[src/hdl/pasd_pkg.sv]
`default_nettype none

package pasd_pkg;

    // Coordinate format and derived widths of the angle datapath.
    localparam int COORD_WIDTH = 16;
    localparam int MAG_W       = COORD_WIDTH;
    localparam int TWO_W       = COORD_WIDTH + 1;
    localparam int CMP_W       = COORD_WIDTH + 8;
    localparam int DEN_W       = COORD_WIDTH + 6;
    localparam int QUO_W       = 13;
    localparam int NUM_W       = DEN_W + QUO_W;
    localparam int SEGS        = 8;
    localparam int SEG_W       = 3;

    // Result widths.
    localparam int ANGLE_W     = 17;
    localparam int MAG_ANG_W   = 15;
    localparam int COUNT_W     = 15;
    localparam int DUTY_W      = 10;

    // Count scaling: count = (angle + 180 deg) * 561111 / 2560000.
    // The divide by 2560000 is a shift by 12 and a divide by 625, and the
    // divide by 625 is a reciprocal multiply with one correction step.
    localparam int PROD_W      = ANGLE_W + 20;
    localparam int T_W         = 24;
    localparam int RECIP_W     = 15;
    localparam int EST_W       = T_W + RECIP_W;
    localparam int SCALE_SHIFT = 12;
    localparam int RECIP_SHIFT = 24;
    localparam int DUTY_SHIFT  = 8;

    localparam logic [19:0]          SCALE_MUL   = 20'd561111;
    localparam logic [RECIP_W-1:0]   RECIP       = 15'd26843;
    localparam logic [9:0]           SCALE_DIV   = 10'd625;
    localparam logic [2:0]           DUTY_MUL    = 3'd5;
    localparam logic [COUNT_W-1:0]   COUNT_LIMIT = 15'd20000;
    localparam logic [MAG_ANG_W-1:0] ANGLE_90    = 15'd23040;
    localparam logic [ANGLE_W:0]     ANGLE_180   = 18'd46080;

    // Arctangent breakpoints, ratios in halves, angles in 1/256 degree.
    // Entry j describes the segment from breakpoint j to breakpoint j+1.
    localparam logic [7:0] LIMIT_HALF [0:SEGS-1] =
        '{8'd1, 8'd2, 8'd4, 8'd8, 8'd16, 8'd40, 8'd80, 8'd200};
    localparam logic [7:0] BASE_HALF [0:SEGS-1] =
        '{8'd0, 8'd1, 8'd2, 8'd4, 8'd8, 8'd16, 8'd40, 8'd80};
    localparam logic [7:0] STEP_HALF [0:SEGS-1] =
        '{8'd1, 8'd1, 8'd2, 8'd4, 8'd8, 8'd24, 8'd40, 8'd120};
    localparam logic [MAG_ANG_W-1:0] BASE_ANGLE [0:SEGS-1] =
        '{15'd0, 15'd6802, 15'd11520, 15'd16238,
          15'd19446, 15'd21215, 15'd22308, 15'd22674};
    localparam logic [QUO_W-1:0] STEP_ANGLE [0:SEGS-1] =
        '{13'd6802, 13'd4718, 13'd4718, 13'd3208,
          13'd1769, 13'd1093, 13'd366, 13'd220};

    // Input beat: one target point.
    typedef struct packed {
        logic signed [COORD_WIDTH-1:0] x_pos;
        logic signed [COORD_WIDTH-1:0] y_pos;
    } point_t;

    // Output beat: angle, count, duty code and its valid flag.
    typedef struct packed {
        logic signed [ANGLE_W-1:0] pan_angle;
        logic [COUNT_W-1:0]        pan_count;
        logic [DUTY_W-1:0]         duty_code;
        logic                      code_valid;
    } result_t;

    // Quadrant and segment information that rides along with the datapath.
    typedef struct packed {
        logic             neg_ratio;
        logic             add_half;
        logic             sub_half;
        logic             sat;
        logic [SEG_W-1:0] seg;
    } side_t;

    // One beat inside the divider pipeline.
    typedef struct packed {
        logic [NUM_W-1:0] rem;
        logic [DEN_W-1:0] den;
        logic [QUO_W-1:0] quo;
        side_t            side;
    } div_beat_t;

endpackage

`default_nettype wire

[src/hdl/pan_angle_servo_duty.sv]
`default_nettype none

// Channel   Beat type          Handshake          Content
// pt        pasd_pkg::point_t  pt_valid/stall     target x_pos, y_pos (signed)
// res       pasd_pkg::result_t res_valid/stall    pan_angle, pan_count, duty_code,
//                                                 code_valid
//
// A new point is taken in every cycle unless pt is stalled; each beat passes
// through four front stages, thirteen divider stages (one quotient bit each)
// and five back stages for angle, scaling and duty code.
// Reset clears all stage valid bits; payload registers are not reset.
// A stall on res holds only the stages that are full; empty stages keep
// filling, so pt stalls only when the whole pipeline is occupied.
module pan_angle_servo_duty (
    input  wire logic              clk,
    input  wire logic              rst_n,
    input  wire logic              pt_valid,
    output logic                   pt_stall,
    input  wire pasd_pkg::point_t  pt_data,
    output logic                   res_valid,
    input  wire logic              res_stall,
    output pasd_pkg::result_t      res_data
);

    localparam int W = pasd_pkg::COORD_WIDTH;

    // Stage valid bits and ready chain.
    logic s1_vld_reg, s2_vld_reg, s3_vld_reg, s4_vld_reg;
    logic a_vld_reg, p_vld_reg, e_vld_reg, c_vld_reg, o_vld_reg;
    logic rdy_1, rdy_2, rdy_3, rdy_4;
    logic rdy_a, rdy_p, rdy_e, rdy_c, rdy_o;
    logic div_src_stall, div_dst_valid;

    // Front stage payloads.
    logic [pasd_pkg::MAG_W-1:0] ax1_reg, ay1_reg, ax1_next, ay1_next;
    pasd_pkg::side_t            side1_reg, side1_next;
    logic [pasd_pkg::MAG_W-1:0] ax2_reg;
    logic [pasd_pkg::TWO_W-1:0] twoy2_reg, twoy2_next;
    pasd_pkg::side_t            side2_reg, side2_next;
    logic [pasd_pkg::DEN_W-1:0] rem3_reg, rem3_next, den3_reg, den3_next;
    pasd_pkg::side_t            side3_reg;
    pasd_pkg::div_beat_t        beat4_reg, beat4_next, div_out;

    // Back stage payloads.
    logic signed [pasd_pkg::ANGLE_W-1:0] angle_a_reg, angle_a_next;
    logic signed [pasd_pkg::ANGLE_W-1:0] angle_p_reg, angle_e_reg, angle_c_reg;
    logic [pasd_pkg::PROD_W-1:0]         prod_p_reg, prod_p_next;
    logic [pasd_pkg::T_W-1:0]            t_e_reg, t_e_next;
    logic [pasd_pkg::EST_W-1:0]          est_e_reg, est_e_next;
    logic [pasd_pkg::COUNT_W-1:0]        count_c_reg, count_c_next;
    logic                                valid_c_reg, valid_c_next;
    pasd_pkg::result_t                   out_reg, out_next;

    // Ready chain from the output back to the input.
    always_comb
    begin
        rdy_o = !o_vld_reg || !res_stall;
        rdy_c = !c_vld_reg || rdy_o;
        rdy_e = !e_vld_reg || rdy_c;
        rdy_p = !p_vld_reg || rdy_e;
        rdy_a = !a_vld_reg || rdy_p;
        rdy_4 = !s4_vld_reg || !div_src_stall;
        rdy_3 = !s3_vld_reg || rdy_4;
        rdy_2 = !s2_vld_reg || rdy_3;
        rdy_1 = !s1_vld_reg || rdy_2;
    end

    assign pt_stall = !rdy_1;

    // Stage 1: magnitudes and quadrant flags.
    always_comb
    begin
        logic [W-1:0] xu;
        logic [W-1:0] yu;
        logic         xneg;
        logic         yneg;
        logic         ax_zero;
        logic         ay_zero;
        xu       = pt_data.x_pos;
        yu       = pt_data.y_pos;
        xneg     = xu[W-1];
        yneg     = yu[W-1];
        ax1_next = xneg ? (~xu + pasd_pkg::MAG_W'(1)) : xu;
        ay1_next = yneg ? (~yu + pasd_pkg::MAG_W'(1)) : yu;
        ax_zero  = (ax1_next == '0);
        ay_zero  = (ay1_next == '0);
        side1_next.neg_ratio = (xneg && !yneg && !ay_zero) || (!xneg && !ax_zero && yneg)
                             || (ax_zero && yneg);
        side1_next.add_half  = xneg && !yneg;
        side1_next.sub_half  = xneg && yneg;
        side1_next.sat       = 1'b0;
        side1_next.seg       = '0;
    end

    // Stage 2: segment search, all breakpoints compared side by side.
    always_comb
    begin
        logic [pasd_pkg::CMP_W-1:0] lim;
        twoy2_next     = {ay1_reg, 1'b0};
        side2_next     = side1_reg;
        side2_next.sat = 1'b1;
        side2_next.seg = '0;
        for (int j = pasd_pkg::SEGS - 1; j >= 0; j--)
        begin
            lim = pasd_pkg::CMP_W'(ax1_reg) * pasd_pkg::CMP_W'(pasd_pkg::LIMIT_HALF[j]);
            if (lim > pasd_pkg::CMP_W'(twoy2_next))
            begin
                side2_next.sat = 1'b0;
                side2_next.seg = pasd_pkg::SEG_W'(j);
            end
        end
    end

    // Stage 3: offset into the segment and the segment width.
    always_comb
    begin
        logic [pasd_pkg::CMP_W-1:0] base;
        base      = pasd_pkg::CMP_W'(ax2_reg)
                  * pasd_pkg::CMP_W'(pasd_pkg::BASE_HALF[side2_reg.seg]);
        rem3_next = pasd_pkg::DEN_W'(pasd_pkg::CMP_W'(twoy2_reg) - base);
        den3_next = pasd_pkg::DEN_W'(pasd_pkg::DEN_W'(ax2_reg)
                  * pasd_pkg::DEN_W'(pasd_pkg::STEP_HALF[side2_reg.seg]));
    end

    // Stage 4: scale the offset by the segment's angle step.
    always_comb
    begin
        beat4_next.rem  = pasd_pkg::NUM_W'(rem3_reg)
                        * pasd_pkg::NUM_W'(pasd_pkg::STEP_ANGLE[side3_reg.seg]);
        beat4_next.den  = den3_reg;
        beat4_next.quo  = '0;
        beat4_next.side = side3_reg;
    end

    pasd_div u_div (
        .clk       (clk),
        .rst_n     (rst_n),
        .src_valid (s4_vld_reg),
        .src_stall (div_src_stall),
        .src_beat  (beat4_reg),
        .dst_valid (div_dst_valid),
        .dst_stall (!rdy_a),
        .dst_beat  (div_out)
    );

    // Stage a: interpolated magnitude, sign and half-turn correction.
    always_comb
    begin
        logic [pasd_pkg::MAG_ANG_W-1:0] mag;
        logic signed [pasd_pkg::ANGLE_W:0] s;
        mag = div_out.side.sat ? pasd_pkg::ANGLE_90
            : pasd_pkg::BASE_ANGLE[div_out.side.seg] + pasd_pkg::MAG_ANG_W'(div_out.quo);
        s = signed'({3'b000, mag});
        if (div_out.side.neg_ratio)
            s = -s;
        if (div_out.side.add_half)
            s = s + signed'(pasd_pkg::ANGLE_180);
        else if (div_out.side.sub_half)
            s = s - signed'(pasd_pkg::ANGLE_180);
        angle_a_next = s[pasd_pkg::ANGLE_W-1:0];
    end

    // Stage p: shift to 0..360 degrees and multiply by the count scale.
    always_comb
    begin
        logic [pasd_pkg::ANGLE_W:0] sum;
        sum = unsigned'((pasd_pkg::ANGLE_W + 1)'(angle_a_reg)) + pasd_pkg::ANGLE_180;
        prod_p_next = pasd_pkg::PROD_W'(sum[pasd_pkg::ANGLE_W-1:0])
                    * pasd_pkg::PROD_W'(pasd_pkg::SCALE_MUL);
    end

    // Stage e: drop the power-of-two part, estimate the divide by 625.
    always_comb
    begin
        t_e_next   = prod_p_reg[pasd_pkg::SCALE_SHIFT +: pasd_pkg::T_W];
        est_e_next = pasd_pkg::EST_W'(t_e_next) * pasd_pkg::EST_W'(pasd_pkg::RECIP);
    end

    // Stage c: the estimate is exact or one low; fix it from the remainder.
    always_comb
    begin
        logic [pasd_pkg::COUNT_W-1:0] qest;
        logic [pasd_pkg::T_W-1:0]     back;
        logic [pasd_pkg::T_W-1:0]     r;
        qest = est_e_reg[pasd_pkg::RECIP_SHIFT +: pasd_pkg::COUNT_W];
        back = pasd_pkg::T_W'(pasd_pkg::T_W'(qest) * pasd_pkg::T_W'(pasd_pkg::SCALE_DIV));
        r    = t_e_reg - back;
        count_c_next = qest + pasd_pkg::COUNT_W'(r >= pasd_pkg::T_W'(pasd_pkg::SCALE_DIV));
        valid_c_next = (count_c_next <= pasd_pkg::COUNT_LIMIT);
    end

    // Stage o: duty code is count * 5 / 256 when the count is in range.
    always_comb
    begin
        logic [pasd_pkg::COUNT_W+2:0] dprod;
        dprod = (pasd_pkg::COUNT_W + 3)'(count_c_reg)
              * (pasd_pkg::COUNT_W + 3)'(pasd_pkg::DUTY_MUL);
        out_next.pan_angle  = angle_c_reg;
        out_next.pan_count  = count_c_reg;
        out_next.duty_code  = valid_c_reg ? dprod[pasd_pkg::DUTY_SHIFT +: pasd_pkg::DUTY_W]
                                          : '0;
        out_next.code_valid = valid_c_reg;
    end

    // Valid bits of all stages.
    always_ff @(posedge clk or negedge rst_n)
    begin
        if (!rst_n)
        begin
            s1_vld_reg <= 1'b0;
            s2_vld_reg <= 1'b0;
            s3_vld_reg <= 1'b0;
            s4_vld_reg <= 1'b0;
            a_vld_reg  <= 1'b0;
            p_vld_reg  <= 1'b0;
            e_vld_reg  <= 1'b0;
            c_vld_reg  <= 1'b0;
            o_vld_reg  <= 1'b0;
        end
        else
        begin
            if (rdy_1) s1_vld_reg <= pt_valid;
            if (rdy_2) s2_vld_reg <= s1_vld_reg;
            if (rdy_3) s3_vld_reg <= s2_vld_reg;
            if (rdy_4) s4_vld_reg <= s3_vld_reg;
            if (rdy_a) a_vld_reg  <= div_dst_valid;
            if (rdy_p) p_vld_reg  <= a_vld_reg;
            if (rdy_e) e_vld_reg  <= p_vld_reg;
            if (rdy_c) c_vld_reg  <= e_vld_reg;
            if (rdy_o) o_vld_reg  <= c_vld_reg;
        end
    end

    // Payload registers of all stages.
    always_ff @(posedge clk)
    begin
        if (rdy_1)
        begin
            ax1_reg   <= ax1_next;
            ay1_reg   <= ay1_next;
            side1_reg <= side1_next;
        end
        if (rdy_2)
        begin
            ax2_reg   <= ax1_reg;
            twoy2_reg <= twoy2_next;
            side2_reg <= side2_next;
        end
        if (rdy_3)
        begin
            rem3_reg  <= rem3_next;
            den3_reg  <= den3_next;
            side3_reg <= side2_reg;
        end
        if (rdy_4)
            beat4_reg <= beat4_next;
        if (rdy_a)
            angle_a_reg <= angle_a_next;
        if (rdy_p)
        begin
            angle_p_reg <= angle_a_reg;
            prod_p_reg  <= prod_p_next;
        end
        if (rdy_e)
        begin
            angle_e_reg <= angle_p_reg;
            t_e_reg     <= t_e_next;
            est_e_reg   <= est_e_next;
        end
        if (rdy_c)
        begin
            angle_c_reg <= angle_e_reg;
            count_c_reg <= count_c_next;
            valid_c_reg <= valid_c_next;
        end
        if (rdy_o)
            out_reg <= out_next;
    end

    assign res_valid = o_vld_reg;
    assign res_data  = out_reg;

endmodule

`default_nettype wire

[src/hdl/pasd_div.sv]
`default_nettype none

// Restoring divider, one quotient bit per pipeline stage, MSB first.
module pasd_div (
    input  wire logic                clk,
    input  wire logic                rst_n,
    input  wire logic                src_valid,
    output logic                     src_stall,
    input  wire pasd_pkg::div_beat_t src_beat,
    output logic                     dst_valid,
    input  wire logic                dst_stall,
    output pasd_pkg::div_beat_t      dst_beat
);

    localparam int STAGES = pasd_pkg::QUO_W;

    logic [STAGES-1:0]   vld_reg;
    logic [STAGES-1:0]   rdy;
    pasd_pkg::div_beat_t beat_reg  [STAGES];
    pasd_pkg::div_beat_t beat_prev [STAGES];
    pasd_pkg::div_beat_t beat_next [STAGES];

    // A stage loads when it is empty or its successor is loading.
    always_comb
    begin
        rdy[STAGES-1] = !vld_reg[STAGES-1] || !dst_stall;
        for (int i = STAGES - 2; i >= 0; i--)
        begin
            rdy[i] = !vld_reg[i] || rdy[i+1];
        end
    end

    for (genvar g = 0; g < STAGES; g++)
    begin : g_stage
        localparam int K = STAGES - 1 - g;

        // Stage input comes from the port or from the stage before.
        if (g == 0)
        begin : g_first
            assign beat_prev[g] = src_beat;

            always_ff @(posedge clk or negedge rst_n)
            begin
                if (!rst_n)
                    vld_reg[g] <= 1'b0;
                else if (rdy[g])
                    vld_reg[g] <= src_valid;
            end
        end
        else
        begin : g_rest
            assign beat_prev[g] = beat_reg[g-1];

            always_ff @(posedge clk or negedge rst_n)
            begin
                if (!rst_n)
                    vld_reg[g] <= 1'b0;
                else if (rdy[g])
                    vld_reg[g] <= vld_reg[g-1];
            end
        end

        // Trial subtraction of the shifted divisor sets quotient bit K.
        always_comb
        begin
            beat_next[g] = beat_prev[g];
            if (beat_prev[g].rem >= (pasd_pkg::NUM_W'(beat_prev[g].den) << K))
            begin
                beat_next[g].rem    = beat_prev[g].rem
                                    - (pasd_pkg::NUM_W'(beat_prev[g].den) << K);
                beat_next[g].quo[K] = 1'b1;
            end
        end

        always_ff @(posedge clk)
        begin
            if (rdy[g])
                beat_reg[g] <= beat_next[g];
        end
    end

    assign src_stall = !rdy[0];
    assign dst_valid = vld_reg[STAGES-1];
    assign dst_beat  = beat_reg[STAGES-1];

endmodule

`default_nettype wire

[config.mk]
export PLATFORM = sky130hd
export DESIGN_NAME = pan_angle_servo_duty
export DESIGN_NICKNAME = d
export VERILOG_FILES = /design/src/hdl/pasd_pkg.sv /design/src/hdl/pan_angle_servo_duty.sv /design/src/hdl/pasd_div.sv
export SDC_FILE = /design/constraint.sdc
export NUM_CORES = 2
export LEC_CHECK = 0
export BUFFER_PORTS_ARGS = -buffer_cell sky130_fd_sc_hd__buf_2
export CORE_MARGIN = 2
export CORE_UTILIZATION = 60
export CTS_CLUSTER_DIAMETER = 60
export DETAILED_ROUTE_END_ITERATION = 16
export GPL_ROUTABILITY_DRIVEN = 0
export PLACE_DENSITY = 0.76
export SLEW_MARGIN = 20
export SYNTH_ARGS = -nofsm -noshare
export SYNTH_HDL_FRONTEND = slang
export SYNTH_SLANG_ARGS = --single-unit
[constraint.sdc]
create_clock -name clk -period 8.6 [get_ports clk]
set_input_delay 0.43 -clock clk [delete_from_list [all_inputs] [get_ports clk]]
set_output_delay 0.43 -clock clk [all_outputs]
set_load 0.1 [all_outputs]
=== After elaboration in Yosys (flattened, before gate mapping) ===
Memory sizes are Yosys's and may differ from the RTL's.
Cells that the tools add are included.

* Reductions and logical operators: 63
* Bitwise gates (word level): 5
* Multiplexer cells: 73
* $add $sub $neg: 23
* $mul: 10
* Magnitude comparators: 26

{| class="wikitable"
|+ Operators with widths
! cell !! number
|-
| $mux W35 || 13
|-
| $mux W17 || 3
|-
| $mux W15 || 3
|-
| $mul A16 B8 Y22 || 2
|-
| $mux W1 || 40
|-
| $mul A24 B15 Y39 const B || 1
|-
| $mul A16 B3 Y19 const B || 2
|-
| $mul A17 B20 Y36 const B || 1
|-
| $ge A35 B22 Y1 || 1
|-
| $ge A35 B23 Y1 || 1
|-
| $ge A35 B24 Y1 || 1
|-
| $ge A35 B25 Y1 || 1
|-
| $ge A35 B26 Y1 || 1
|-
| $ge A35 B27 Y1 || 1
|-
| $ge A35 B28 Y1 || 1
|-
| $ge A35 B29 Y1 || 1
|-
| $ge A35 B30 Y1 || 1
|-
| $ge A35 B31 Y1 || 1
|-
| $ge A35 B32 Y1 || 1
|-
| $ge A35 B33 Y1 || 1
|-
| $ge A35 B34 Y1 || 1
|-
| $mul A22 B13 Y35 || 1
|-
| $sub A35 B22 Y35 || 1
|-
| $sub A35 B23 Y35 || 1
|-
| other kinds (48) || 119
|}

* Bits in writable memories: 1,001
* Register bits: 437
* Input bits: 36
* Output and inout port bits: 45
* Memories kept: 5
* Memory bits (read-only): 352
* Logic and storage cells: 268

{| class="wikitable"
|+ Memories
! memory !! words !! bits a word !! read ports !! clocked after memory_dff !! write ports !! line !! text
|-
| u_div.beat_reg || 13 || 77 || 13 || 0 || 13 || pasd_div.sv:19 || <nowiki>pasd_pkg::div_beat_t beat_reg [STAGES];</nowiki>
|-
| (no name shown) || 8 || 15 || 1 || 0 || 0 || pan_angle_servo_duty.sv:152 || <nowiki>: pasd_pkg::BASE_ANGLE[div_out.side.seg] + pasd_pkg::MAG_ANG_W'(div_out.quo);</nowiki>
|-
| (no name shown) || 8 || 13 || 1 || 0 || 0 || pan_angle_servo_duty.sv:129 || <nowiki>* pasd_pkg::NUM_W'(pasd_pkg::STEP_ANGLE[side3_reg.seg]);</nowiki>
|-
| (no name shown) || 8 || 8 || 1 || 0 || 0 || pan_angle_servo_duty.sv:122 || <nowiki>* pasd_pkg::DEN_W'(pasd_pkg::STEP_HALF[side2_reg.seg]));</nowiki>
|-
| (no name shown) || 8 || 8 || 1 || 0 || 0 || pan_angle_servo_duty.sv:119 || <nowiki>* pasd_pkg::CMP_W'(pasd_pkg::BASE_HALF[side2_reg.seg]);</nowiki>
|}

=== Longest topological paths before layout ===
* Depth in word-level cells: 24
* Depth in mapped cells: 29
* Gate-level depth less buffers: 28

=== Hierarchy ===
Synthesis repeated with hierarchy kept, for this count alone.

* Cells, all modules: 9,063
* Area, all modules: 101,696.3 um^2

{| class="wikitable"
|+ By module, submodules not included
! module !! instances !! area an instance (um^2) !! cells each
|-
| pan_angle_servo_duty || 1 || 51,035.2 || 4,890
|-
| pasd_div || 1 || 50,661.1 || 4,173
|}

=== Least setup slack after synthesis ===
OpenSTA, ideal clock, no wires.

* Kind: flip-flop to flip-flop
* Start: register angle_a_reg[10] in the netlist's numbering
* End: register prod_p_reg[35] in the netlist's numbering (data pin)
* Path slack: 1.253 ns
* Buffers on the path: 0
* Arrival time: 7.084 ns
* Stages on the path, launching flop included: 25
* Required time: 8.338 ns
* Setup time: 0.262 ns
* Path through: edfxtp_1 ha_1 or3_1 a21oi_1 xnor2_1 inv_1 fa_1 inv_1 fa_1 fa_1 inv_1 fa_1 fa_1 fa_1 ha_1 a21o_1 a21oi_1 nor2b_1 a211oi_1 o221ai_1 a31oi_1 a31oi_1 and2_1 o21ai_0 xnor2_1

* Word-level cells in the longest chain between the ends: 2

{| class="wikitable"
|+ RTL lines
! element !! line !! text
|-
| start: declaration || pan_angle_servo_duty.sv:45 || <nowiki>logic signed [pasd_pkg::ANGLE_W-1:0] angle_a_reg, angle_a_next;</nowiki>
|-
| start signal: assignment || pan_angle_servo_duty.sv:258 || <nowiki>angle_a_reg <= angle_a_next;</nowiki>
|-
| $add A17 B17 Y17 || pan_angle_servo_duty.sv:167 || <nowiki>sum = unsigned'((pasd_pkg::ANGLE_W + 1)'(angle_a_reg)) + pasd_pkg::ANGLE_180;</nowiki>
|-
| $mul A17 B20 Y36 || pan_angle_servo_duty.sv:169 || <nowiki>* pasd_pkg::PROD_W'(pasd_pkg::SCALE_MUL);</nowiki>
|-
| named net prod_p_next (one bit) || pan_angle_servo_duty.sv:47 || <nowiki>logic [pasd_pkg::PROD_W-1:0] prod_p_reg, prod_p_next;</nowiki>
|-
| end signal: assignment || pan_angle_servo_duty.sv:262 || <nowiki>prod_p_reg <= prod_p_next;</nowiki>
|-
| end: declaration || pan_angle_servo_duty.sv:47 ||
|}

The timed path passes the listed nets, and every way through them passes these cells.
A chain may end at the register's enable or synchronous reset.

==> impl_metrics.toml <==
[drt]
drc = 0
route.detailed.wl_per_inst_um = 18.6
drt_iter0_drc = 4101
ant_nets = 0
vias = 63717
drt_pass1_iterations = 6
routed_wl_um = 204000
detail_route.vias_per_cell = 5.81

[timing]
finalHoldViolCount = 0
slew_viol_final = 0
tightest_slew_ps = 1060
clock.fmax_ghz = 0.122
setup_viol = 0
fin_crit_sh = 0.949
relSlewSlack = 0.278
rsz0062_at_grt = "yes"
period_needed_ps = 8160
skew_ps = 39.3
tns_ps = 0

[critical_path]
crit_path_max_incr_delay_ps = 650
critPathCaptureType = "flop"
cp_max_fo = 24
path_buf_inv = 6
critPathLaunchType = "flop"
crit_type = "flop to flop"
cp_slowest_cell = "o41ai_2"
cp.arrival_ps = 8660
path_delay_family = "adder cells"
cpMostUsedCell = "fa_1"
cp_data_required_time_ps = 9100

[logic_synthesis]
synth-async-reset-ratio = 0.0174
syn_area_mm2 = 0.0956
ys_types = 98
yosys.area.top_type = "edfxtp_1"
syn-mean-instance-area_um2 = 11.1
ys_seq_area_frac = 0.397
ys_ff_latch = 1267
postSynthCellCount = 8646
ys.warnings.count = 0
synth_fp_nets = 10464
synth_edf_count = 1245
yosysTopAreaCellShare = 0.391
synth_top_flop_cell = "edfxtp_1"
synth_area_leaders = "edfxtp_1 39%, fa_1 15%, ha_1 14%"

[die]
die_area_mm2 = 0.163
initial_core_util = 0.604
die_x_um = 403
coreArea_mm2 = 0.158
rows = 146
ioPinCount = 81
die_height_um = 403

[cts]
path_clk_slew_ps = 60
h-tree-depth = 4
cts.sinks = 1267
clock-root-buffer = "clkbuf_16"
cts_made_buffers = 141
cts_tree = "built"
clkLatencyLatePin_ps = 770
clockBufferDepth = 3

[place]
hpwl_um = 160000
post_dp_cell_area_mm2 = 0.0985
io_buffer_count = 80

[finish]
largest_reg_flops = 866
antenna_cells = 0
utilization = 0.653
design_area_mm2 = 0.103
nets = 10598
layout-drive-gt1-share = 0.0542
synthToLayoutAreaGrowth_pct = 8.12

[grt]
grt_max_degree = 76
grt_pass1_wl_um = 334000
grt-ovfl-total = 0
grt_pass1_vias = 66737
track_usage = 0.256
antenna_found_initial = 2

[flow_run]
drv_cap = 0

[status]
status = "finished clean"

[hold_path]
hp-class = "input port to flop"
-- worst paths after layout --
| check | from | to | slack, ps | cells past startpoint |
|---|---|---|---|---|
| setup / recovery | beat4_next[1] | beat4_reg[74] | 440 | 25 |
| hold / removal | pt_data[10] | ay1_reg[10] | 50 | 2 |
| setup reg to reg | beat4_next[1] | beat4_reg[74] | 440 | 25 |
| hold reg to reg | u_div.beat_reg[0][543] | u_div.beat_reg[1][4] | 400 | 0 |
| max in group asynchronous | rst_n | u_div.vld_reg[4] | 7770 | 2 |
| min in group asynchronous | rst_n | s4_vld_reg | 280 | 2 |
-- metrics by stage --
stage	hold slack (ps)	worst slack, ps	std cells
floorplan	134	1250	8646
global placement	400	687	10689
detailed placement	405	451	10689
CTS	0.440	406	10963
global route	24.1	-50.2	10964
finish	54.7	435	10964
-- synthesized netlist by cell type (12+ instances only) --
cell type,instances
and4_1,18
o21ai_0,341
nor2_1,408
nand2b_1,87
a211o_1,12
xor2_1,173
mux2_2,35
or2_2,45
a211oi_1,50
a21o_1,188
and2_1,98
nand3_1,166
o31ai_1,54
edfxtp_1,1245
clkbuf_1,147
nand2_1,630
o21bai_1,37
xnor2_1,297
o211ai_1,28
or4_1,20
a2111oi_0,17
o21a_1,71
ha_1,1075
nor4b_1,17
a21boi_0,32
mux2i_1,24
nand4_1,64
or3_1,47
a31oi_1,47
nor3b_1,17
and3_1,115
inv_1,1383
fa_1,707
nor3_1,128
nand3b_1,12
o2111ai_1,13
nor2b_1,99
nor4_1,48
dfrtp_1,22
a21oi_1,426
-- cell families (layout without fill, tap and decap cells) --
family | count (synthesis) | count (layout) | share of synthesized area
AND/OR/NAND/NOR | 2049 | 2049 | 0.105
flip-flops | 1267 | 1267 | 0.397
AO/OA/AOI/OAI | 1471 | 1471 | 0.0983
adder cells (fa/ha/maj) | 1782 | 1782 | 0.289
XOR/XNOR | 472 | 472 | 0.0435
buffers and inverters | 1546 | 1792 | 0.0608
multiplexers | 59 | 59 | 0.00663
-- layer usage --
metal  wire, um  global-route usage  up-vias
met4      10900               0.128        2
met1      79300               0.299    30791
met2     103000               0.458     2033
met5         13                   0        -
li1           -                   -    30216
met3      10700              0.0402      675
-- repair_timing --
action	CTS	global route
hold buffers	19	0
hold endpoints to repair	42	0
setup buffers	0	0
gates resized for setup	0	2
endpoints found under the setup margin	0	5
-- layout make-up --
cell class              count  area (um^2)
well taps                2072         2590
fillers                 11501        55000
flip-flops and latches   1267        37900
repair buffers            152          992
inverters                1385         5200
clock buffers             173         3710
clock inverters            82          975
multi-input cells        5833        52000
-- placed cells by master, fill, tap and decap left out, types with 52 or more instances in the layout --
cell       instances
xnor2_1          297
xor2_1           173
a21oi_1          425
nor2_1           408
nor2b_1           99
a21o_1           188
o21ai_0          340
edfxtp_1        1245
nand4_1           64
o31ai_1           54
buf_4             52
fa_1             707
and3_1           115
o21a_1            71
buf_2             80
nand3_1          161
inv_1           1377
nand2b_1          87
clkbuf_16        144
ha_1            1075
and2_1            98
nor3_1           127
nand2_1          623
Power is not shown: default switching activity piles up to over one toggle a cycle in this logic, so the estimate is an artifact.
